## src/hdl/war_pkg.sv

```systemverilog
// ----------------------------------------------------------------------------
// war_pkg
// Shared widths, register indexes, datapath op codes and the control/status
// bundles between the weighted anchor refine controller and datapath.
// ----------------------------------------------------------------------------
package war_pkg;

	localparam int COORD_W = 32;   // Q15.16 coordinate
	localparam int ACC_W   = 64;   // weighted position sums, 32 fraction bits
	localparam int WT_W    = 40;   // weight total, Q.16
	localparam int CONF_W  = 17;   // Q1.16 confidence / blend
	localparam int RAD_W   = 31;   // radius, unsigned Q15.16
	localparam int W_W     = 20;   // one vertex weight, at most 2^32 / 6554
	localparam int MUL_W   = 33;   // shared multiplier operand width
	localparam int IDX_W   = 3;    // config register index

	localparam logic [CONF_W-1:0] ONE_Q16   = 17'd65536;
	localparam logic [15:0]       TENTH_Q16 = 16'd6554;

	// Config register indexes
	localparam logic [IDX_W-1:0] CFG_ANCHOR_X = 3'd0;
	localparam logic [IDX_W-1:0] CFG_ANCHOR_Y = 3'd1;
	localparam logic [IDX_W-1:0] CFG_ANCHOR_Z = 3'd2;
	localparam logic [IDX_W-1:0] CFG_RADIUS   = 3'd3;
	localparam logic [IDX_W-1:0] CFG_MIN_CONF = 3'd4;
	localparam logic [IDX_W-1:0] CFG_BLEND    = 3'd5;

	typedef logic [3:0] op_t;

	// Datapath operations
	localparam op_t OP_NONE    = 4'd0;
	localparam op_t OP_LOAD    = 4'd1;   // latch item, qualify, clear distance
	localparam op_t OP_SQ_MUL  = 4'd2;   // square one axis difference
	localparam op_t OP_SQ_ACC  = 4'd3;   // add square to distance^2
	localparam op_t OP_SQRT_GO = 4'd4;   // start square root
	localparam op_t OP_DIVW_GO = 4'd5;   // start weight division
	localparam op_t OP_W_MUL   = 4'd6;   // weight * |coordinate|
	localparam op_t OP_W_ACC   = 4'd7;   // saturating add into axis sum
	localparam op_t OP_WT_ACC  = 4'd8;   // saturating add into weight total
	localparam op_t OP_FDIV_GO = 4'd9;   // start |sum| / weight total
	localparam op_t OP_MEAN    = 4'd10;  // clamp mean, form mean - anchor
	localparam op_t OP_B_MUL   = 4'd11;  // blend * |diff|
	localparam op_t OP_B_RES   = 4'd12;  // anchor +/- scaled diff
	localparam op_t OP_OUT     = 4'd13;  // load output register, clear sums

	typedef struct packed {
		op_t        op;
		logic [1:0] axis;
	} cmd_t;

	typedef struct packed {
		logic gate;       // confidence and box test passed
		logic dist_ok;    // root below radius
		logic last;       // item ends the set
		logic wt_zero;    // weight total is zero
		logic sqrt_busy;
		logic div_busy;
		logic out_full;   // result still waiting downstream
	} sts_t;

endpackage

```

## src/hdl/war_ctrl.sv

```systemverilog
// ----------------------------------------------------------------------------
// war_ctrl
// Sequencer: steps one vertex through squaring, root, weight divide and
// accumulation, and on the last vertex, unless the weight total is zero,
// through the per-axis mean and blend.
module war_ctrl (
	input  logic          clk,
	input  logic          arst_n,
	input  logic          s_tvalid,
	output logic          s_tready,
	input  war_pkg::sts_t sts,
	output war_pkg::cmd_t cmd
);

	localparam logic [4:0] ST_IDLE      = 5'd0;
	localparam logic [4:0] ST_CHECK     = 5'd1;
	localparam logic [4:0] ST_SQ_MUL    = 5'd2;
	localparam logic [4:0] ST_SQ_ACC    = 5'd3;
	localparam logic [4:0] ST_SQRT_GO   = 5'd4;
	localparam logic [4:0] ST_SQRT_WAIT = 5'd5;
	localparam logic [4:0] ST_DIVW_GO   = 5'd6;
	localparam logic [4:0] ST_DIVW_WAIT = 5'd7;
	localparam logic [4:0] ST_W_MUL     = 5'd8;
	localparam logic [4:0] ST_W_ACC     = 5'd9;
	localparam logic [4:0] ST_WT_ACC    = 5'd10;
	localparam logic [4:0] ST_LAST      = 5'd11;
	localparam logic [4:0] ST_FDIV_GO   = 5'd12;
	localparam logic [4:0] ST_FDIV_WAIT = 5'd13;
	localparam logic [4:0] ST_MEAN      = 5'd14;
	localparam logic [4:0] ST_B_MUL     = 5'd15;
	localparam logic [4:0] ST_B_RES     = 5'd16;
	localparam logic [4:0] ST_OUT       = 5'd17;

	logic [4:0] state_q;
	logic [4:0] state_d;
	logic [1:0] axis_q;
	logic [1:0] axis_d;

	assign s_tready = state_q == ST_IDLE;

	// next state, axis and command
	always_comb begin
		state_d  = state_q;
		axis_d   = axis_q;
		cmd.op   = war_pkg::OP_NONE;
		cmd.axis = axis_q;
		case (state_q)
			ST_IDLE: begin
				axis_d = 2'd0;
				if (s_tvalid) begin
					cmd.op  = war_pkg::OP_LOAD;
					state_d = ST_CHECK;
				end
			end
			ST_CHECK: state_d = sts.gate ? ST_SQ_MUL : ST_LAST;
			ST_SQ_MUL: begin
				cmd.op  = war_pkg::OP_SQ_MUL;
				state_d = ST_SQ_ACC;
			end
			ST_SQ_ACC: begin
				cmd.op = war_pkg::OP_SQ_ACC;
				if (axis_q == 2'd2) begin
					axis_d  = 2'd0;
					state_d = ST_SQRT_GO;
				end else begin
					axis_d  = axis_q + 2'd1;
					state_d = ST_SQ_MUL;
				end
			end
			ST_SQRT_GO: begin
				cmd.op  = war_pkg::OP_SQRT_GO;
				state_d = ST_SQRT_WAIT;
			end
			ST_SQRT_WAIT: begin
				if (!sts.sqrt_busy) begin
					state_d = sts.dist_ok ? ST_DIVW_GO : ST_LAST;
				end
			end
			ST_DIVW_GO: begin
				cmd.op  = war_pkg::OP_DIVW_GO;
				state_d = ST_DIVW_WAIT;
			end
			ST_DIVW_WAIT: if (!sts.div_busy) state_d = ST_W_MUL;
			ST_W_MUL: begin
				cmd.op  = war_pkg::OP_W_MUL;
				state_d = ST_W_ACC;
			end
			ST_W_ACC: begin
				cmd.op = war_pkg::OP_W_ACC;
				if (axis_q == 2'd2) begin
					axis_d  = 2'd0;
					state_d = ST_WT_ACC;
				end else begin
					axis_d  = axis_q + 2'd1;
					state_d = ST_W_MUL;
				end
			end
			ST_WT_ACC: begin
				cmd.op  = war_pkg::OP_WT_ACC;
				state_d = ST_LAST;
			end
			ST_LAST: begin
				axis_d = 2'd0;
				if (!sts.last) begin
					state_d = ST_IDLE;
				end else begin
					state_d = sts.wt_zero ? ST_OUT : ST_FDIV_GO;
				end
			end
			ST_FDIV_GO: begin
				cmd.op  = war_pkg::OP_FDIV_GO;
				state_d = ST_FDIV_WAIT;
			end
			ST_FDIV_WAIT: if (!sts.div_busy) state_d = ST_MEAN;
			ST_MEAN: begin
				cmd.op  = war_pkg::OP_MEAN;
				state_d = ST_B_MUL;
			end
			ST_B_MUL: begin
				cmd.op  = war_pkg::OP_B_MUL;
				state_d = ST_B_RES;
			end
			ST_B_RES: begin
				cmd.op = war_pkg::OP_B_RES;
				if (axis_q == 2'd2) begin
					state_d = ST_OUT;
				end else begin
					axis_d  = axis_q + 2'd1;
					state_d = ST_FDIV_GO;
				end
			end
			ST_OUT: begin
				if (!sts.out_full) begin
					cmd.op  = war_pkg::OP_OUT;
					state_d = ST_IDLE;
				end
			end
			default: state_d = ST_IDLE;
		endcase
	end

	always_ff @(posedge clk or negedge arst_n) begin
		if (!arst_n) begin
			state_q <= ST_IDLE;
			axis_q  <= 2'd0;
		end else begin
			state_q <= state_d;
			axis_q  <= axis_d;
		end
	end

endmodule

```

## config.mk

```make
export PLATFORM = sky130hd
export DESIGN_NAME = war_ctrl
export DESIGN_NICKNAME = d
export VERILOG_FILES = /design/src/hdl/war_pkg.sv /design/src/hdl/war_ctrl.sv
export SDC_FILE = /design/constraint.sdc
export NUM_CORES = 1
export LEC_CHECK = 0
export BUFFER_PORTS_ARGS = -buffer_cell sky130_fd_sc_hd__clkbuf_2
export CORE_MARGIN = 2
export CORE_UTILIZATION = 45
export DETAILED_ROUTE_END_ITERATION = 10
export GPL_ROUTABILITY_DRIVEN = 0
export GPL_TIMING_DRIVEN = 0
export PLACE_DENSITY = 0.77
export SLEW_MARGIN = 10
export SYNTH_ARGS = -nofsm -noshare
export SYNTH_HDL_FRONTEND = slang
export SYNTH_SLANG_ARGS = --single-unit
```

## constraint.sdc

```tcl
create_clock -name clk -period 1.8 [get_ports clk]
set_input_delay 0.18 -clock clk [delete_from_list [all_inputs] [get_ports clk]]
set_output_delay 0.18 -clock clk [all_outputs]
set_load 0.05 [all_outputs]
```

==> results.md, run 1 <==
* Share of layout cells above drive strength 1 at 41.01%
* Num rows at 15
* Unrepaired setup endpoints after global routing: true
* Total wire length at 2754 µm
* Peak supply drop at 0.0009811 V
* Post-DP HPWL at 1592 µm
* First-pass GRT wire length at 3629 µm
* Worst setup EP type: output pin
* Period Utilization, post-route at 108.5%
* Wire length per cell at 16.79 µm
* Highest metal used: met4
* Global route overflow at 0
* TritonCTS sink count at 7
* Largest cells by area after synthesis: dfrtp_1 (22%), nand2_1 (6.5%), a21oi_1 (5.6%), o21ai_0 (5.6%), ha_1 (4.6%)
* Yosys Warn Count at 0
* Status: finished, violations left
* Cells after synthesis at 109
* Clk root buf: clkbuf_4
* Vias in the first global route at 862
* Power per cell area at 2073 mW/mm²
* Boundary Pins at 17
* Starting DRT DRC Count at 64
* CTS Buf Count at 3
* DRC violations left at 0
* DRT Pass-1 Iters at 6
* Antenna diodes at 0
* Area occupied by multi-input gates at 636.9 µm²
* Crit start category: flop
* Gr usage total at 23.86%
* Clock slew at reported path FFs at 50 ps
* Die Y at 46.45 µm
* Final Setup Violations at 5
* Unique cell type count in the Yosys netlist at 35
* IO buf count at 16
* CP required at 1620 ps
* Worst min path class: input port to flop
* Final min period at 1953 ps
* Largest net degree at the start of global routing at 11
* Core outline area at 0.001708 mm²
* Final-report hold violation count at 0
* Max Fanout on Critical Path at 7
* Initial antenna violation count at 0
* Post-synthesis sequential element count at 7
* Nets@finish at 153
* Max-slew violations at 0
* Vias per cell at 6.183
* Starting Density at 47.47%
* Register area share after synthesis at 21.60%
* Post-placement cell count at 150
* Slack of the critical path at -152.7 ps
* WL met3 at 276 µm
* Pwr Total at 2440 µW
* Vias at 1014
* Area leader, netlist: dfrtp_1
* Avg Inst Size Synth at 7.438 µm²
* Die area at 0.002157 mm²
* Crit Path Class: flop to output pin
* Area delta synth->final at 45.22%
* Longest Clk Path Bufs at 2
* Final ANT Viol Nets at 0
* Die Width at 46.45 µm
* Synth top area share at 21.60%
* Max-Cap Viols at 0
* Mapped Area at 810.8 µm²
* Storage element area at 178.9 µm²
* Util after Layout at 68.94%
* Slew headroom at 73.68%
* Filler instances at 128
* # H-tree levels at 1
* Final Non-Filler Cells at 164
* Crit path DAT at 1770 ps
* TritonCTS clock tree: yes
* Met2 routed wirelength at 1314 µm
* Fmax at 0.5121 GHz
* Failing checks: setup timing
* Syn nets at 122
* Met1 wire length at 1063 µm
* Clock Skew at 1.531 ps
* Clock Latency Late Sink at 250 ps
* P_leak at 0.0005145 µW
* Slew @ Worst Pin at 384.8 ps
[kinds of logic (layout without fill, tap and decap cells)]
group,count (synthesis),after routing,share of synthesized area [%]
compound gates,37,37,30.09
xor+xnor,1,1,1.080
fa+ha+maj,4,4,5.865
buf+inv,14,44,8.796
flops,7,7,21.61
mux,2,2,3.704
simple gates,44,44,28.86
[final timing paths]
| kind | startpoint | slack [ps] | cells past startpoint | end |
|---|---|---|---|---|
| max in group asynchronous | arst_n | 1330 | 2 | state_q[1]$_DFFE_PN0P_ |
| worst max register to register | state_q[1]$_DFFE_PN0P_ | -40 | 6 | state_q[0]$_DFFE_PN0P_ |
| worst max-delay path | state_q[2]$_DFFE_PN0P_ | -150 | 7 | cmd[2] |
| worst min register to register | axis_q[1]$_DFFE_PN0P_ | 610 | 2 | axis_q[1]$_DFFE_PN0P_ |
| worst min-delay path | sts[1] | 190 | 3 | state_q[1]$_DFFE_PN0P_ |
| min in group asynchronous | arst_n | 290 | 2 | state_q[0]$_DFFE_PN0P_ |
[per-stage QoR]
stage	worst slack, ps	hold slack (ps)	instance area (µm²)	TNS, ps
2_1_floorplan	-23.87	-115.6	825.8	-23.87
3_3_place_gp	-93.52	20.02	937.1	-93.52
3_5_place_dp	-101.4	21.38	937.1	-101.4
4_1_cts	1.364	177.7	1081	0
5_1_grt	-183.3	190.2	1177	-564.1
6_report	-152.7	186.6	1177	-309.7
[where the power goes]
part	leakage (µW)	internal, µW	switching (µW)
sequential	0.0000828	234	67.5
clock	0.0000150	84.5	56.7
combinational	0.000417	820	1180
[cells in the mapped netlist, drive strengths merged]
cell,number
xnor2,1
o21bai,1
nand3,4
a21oi,9
o31ai,1
a211o,2
and3,1
a31oi,1
nand2,14
o21ai,9
or2,2
nand3b,1
maj3,1
nor2,7
buf,8
inv,6
o32a,2
o22ai,5
and3b,1
and2b,1
a22oi,2
a2111oi,1
or3,2
or4,1
a221oi,3
mux2,2
dfrtp,7
nor3,5
nand2b,5
o2bb2ai,1
ha,3
[metal layers]
| metal | track usage (%) | vias to the layer above |
|---|---|---|
| met4 | 8.000 | 0 |
| met2 | 36.67 | 73 |
| met3 | 8.235 | 15 |
| met5 | 0 | - |
| li1 | - | 460 |
| met1 | 30.90 | 466 |
[worst max-delay path, stage by stage, from the launching register on]
cell,delay (ps)
dfrtp_1,400
buf_6,150
buf_8,130
xnor2_1,270
a21oi_2,130
o21ai_2,140
o2bb2ai_2,130
buf_8,160
[state kept, by name (all words and copies together), names as in the netlist]
| register | cells |
|---|---|
| state_q | 5 |
| axis_q | 2 |
[cell type report]
| cell class | instances | share of cell area [%] |
|---|---|---|
| multi-input cells | 88 | 54.09 |
| repair buffers | 26 | 17.11 |
| flip-flops and latches | 7 | 15.20 |
| plain buffers | 8 | 6.801 |
| well taps | 25 | 2.657 |
| clock buffers | 4 | 2.232 |
| inverters | 6 | 1.913 |
[layout by cell type, fill, tap and decap left out, types with 4 or more instances in the layout]
cell type   n
nand2_1    13
buf_6       5
clkbuf_2   11
buf_4      10
nor2_1      5
o22ai_1     4
nand3_1     4
inv_1       6
nand2b_1    5
o21ai_0     7
dfrtp_1     4
a21oi_1     7
buf_8       5
[timing repair]
item | 4_1_cts | 5_1_grt
hold endpoints to repair | 7 | 0
pin swaps | 3 | 5
setup buffers | 5 | 3
endpoints found under the setup margin | 5 | 8
hold buffers | 1 | 0
cloned | 0 | 1
resized for setup | 22 | 23
Note: power is estimated with default switching activity, not from simulation.
==> run 2: changes to the inputs <==
Settings changed: REMOVE_ABC_BUFFERS from default to 1.
==> results.md, run 2 (synthesis results as in run 1) <==
* Status: finished, violations left
* Failing checks: setup timing
* Max-slew violations at 0 (unchanged)
* Max reg flops at 5 (unchanged)
* Vias in the first global route at 858 (-0.46%)
* Initial antenna violation count at 0 (unchanged)
* DRT Pass-1 Iters at 4 (-2)
* TritonCTS sink count at 7 (unchanged)
* Final-report hold violation count at 0 (unchanged)
* Max incr delay on CP at 460 ps (+60 ps)
* Nets@finish at 152 (-0.65%)
* Crit Path Class: flop to output pin
* Total wire length at 2479 µm (-10%)
* Pre-CTS setup slack at -89.90 ps (+11.47 ps)
* Reg2reg path depth at 6 (unchanged)
* TritonCTS clock tree: yes
* Area delta synth->final at 41.36%
* Clock Skew at 10.85 ps (+9.321 ps)
* Die area at 0.002157 mm² (unchanged)
* P_leak at 0.0004957 µW (-3.7%)
* Period Utilization, post-route at 103.6% (-4.9 points)
* Post-DP HPWL at 1358 µm (-15%)
* Hold Startpoint: sts[1]
* Unrepaired setup endpoints after global routing: true
* Worst min path class: input port to flop
* Starting Density at 47.47% (unchanged)
* DRC violations left at 0 (unchanged)
* Share of layout cells above drive strength 1 at 42.03% (+1.0 points)
* Clock Latency Late Sink at 260 ps (about the same)
* Core outline area at 0.001708 mm² (unchanged)
* Slew headroom at 78.26% (+4.6 points)
* CTS Buf Count at 3 (unchanged)
* Starting DRT DRC Count at 45 (-30%)
* Power per cell area at 2024 mW/mm² (-2.4%)
* Vias at 972 (-4.1%)
* Hold_ws at 204.7 ps (+18.05 ps)
* Crit. Startpoint: state_q[2]$_DFFE_PN0P_
* Gr usage total at 23.64% (-0.22 points)
* First-pass GRT wire length at 3726 µm (+2.7%)
* Worst setup EP type: output pin
* Most common cell after layout, fill and taps aside: nand2_1
* Wire length per cell at 15.21 µm (-9.4%)
* Fmax at 0.5361 GHz (+4.7%)
* Final min period at 1865 ps (-87.36 ps)
* Num rows at 15 (unchanged)
* Slack of the critical path at -65.38 ps (+87.36 ps)
* Setup TNS Final at -122.9 ps (+186.8 ps)
* IO buf count at 16 (unchanged)
* Max Fanout on Critical Path at 7 (unchanged)
* Hold Path Depth at 3 (unchanged)
* # H-tree levels at 1 (unchanged)
* Global route overflow at 0 (unchanged)
* Slew @ Worst Pin at 324.3 ps (-60.53 ps)
* Highest-count cells in the layout ignoring fill and taps: nand2_1 (14), buf_4 (13), clkbuf_2 (12)
* Boundary Pins at 17 (unchanged)
* Vias per cell at 5.963 (-3.6%)
* Crit path DAT at 1690 ps (-80 ps)
* Largest net degree at the start of global routing at 14 (+3)
* Antenna diodes at 0 (unchanged)
* Peak supply drop at 0.001241 V (+27%)
* CP max-delay cell: dfrtp_2
* Final Setup Violations at 3 (-2)
* Longest Clk Path Bufs at 2 (unchanged)
* Clk root buf: clkbuf_4
* Start of the worst register-to-register path: state_q[2]$_DFFE_PN0P_
* Max-Cap Viols at 0 (unchanged)
* Die Y at 46.45 µm (unchanged)
* Die Width at 46.45 µm (unchanged)
* Crit start category: flop
* Biggest regs: state_q: 5 flops, axis_q: 2 flops
* Final ANT Viol Nets at 0 (unchanged)
* Clock slew at reported path FFs at 50 ps (about the same)
* CP required at 1620 ps (about the same)
* Cell Chain, Critical Path: buf_6, nand2b_4, o32a_1, o2bb2ai_2, buf_8
* Most flops, register: state_q
* Pwr Total at 2319 µW (-5.0%)
-- run 2: cell types whose count changed in the layout (fill, tap and decap cells not counted), sizes merged --
cell,previous run,this run
clkbuf,15,17
buf,22,19
-- run 2: cell type report --
class / count / area, µm²
tap: 25 / 31.28
clock buffer: 4 / 26.28
fill: 146 / 561.8
multi-input combinational: 88 / 623.1
sequential: 7 / 183.9
timing repair buffer: 33 / 259.0
inverter: 6 / 22.52
-- run 2: final timing paths --
check | end | slack, ps
worst max-delay path | cmd[2] | -70
worst min-delay path | state_q[1]$_DFFE_PN0P_ | 200
worst max register to register | state_q[0]$_DFFE_PN0P_ | 20
worst min register to register | axis_q[1]$_DFFE_PN0P_ | 610
max in group asynchronous | state_q[1]$_DFFE_PN0P_ | 1320
min in group asynchronous | axis_q[1]$_DFFE_PN0P_ | 290
-- run 2: per-layer routing --
layer  track usage, %  vias to the layer above  part of all wire (%)
li1                 -                      454                     -
met1            30.26                      464                    40
met2            40.00                       50                    51
met3            2.745                        4                   7.6
met4            9.143                        0                   1.0
met5                0                        -                     0
-- run 2: stage by stage --
| stage | std cells | cell area [µm²] | util [%] |
|---|---|---|---|
| floorplan | 101 | 762.0 | - |
| global placement | 142 | 873.3 | 51.14 |
| detailed placement | 142 | 873.3 | 51.14 |
| CTS | 159 | 1056 | 61.83 |
| global route | 163 | 1146 | 67.11 |
| finish | 163 | 1146 | 67.11 |
-- run 2: worst max-delay path, delay by kind of cell (launching register included) --
kind	cells	cell delay, ps
AOI/OAI and AO/OA	2	510
buffers and inverters	2	320
DFF	1	460
and+or+nand+nor	1	130
-- run 2: report_power, final --
group	switching, µW	leakage (µW)	internal (µW)
combinational	1040	0.000400	763
clock	59.4	0.0000150	84.7
sequential	131	0.0000805	243
total	1230	0.000496	1090
-- run 2: what timing repair did --
action	CTS	global route
resized for setup	16	20
setup buffers	12	4
setup endpoints to repair	9	9
endpoints found under the hold margin	7	0
hold buffers	1	0
pin swaps	0	3
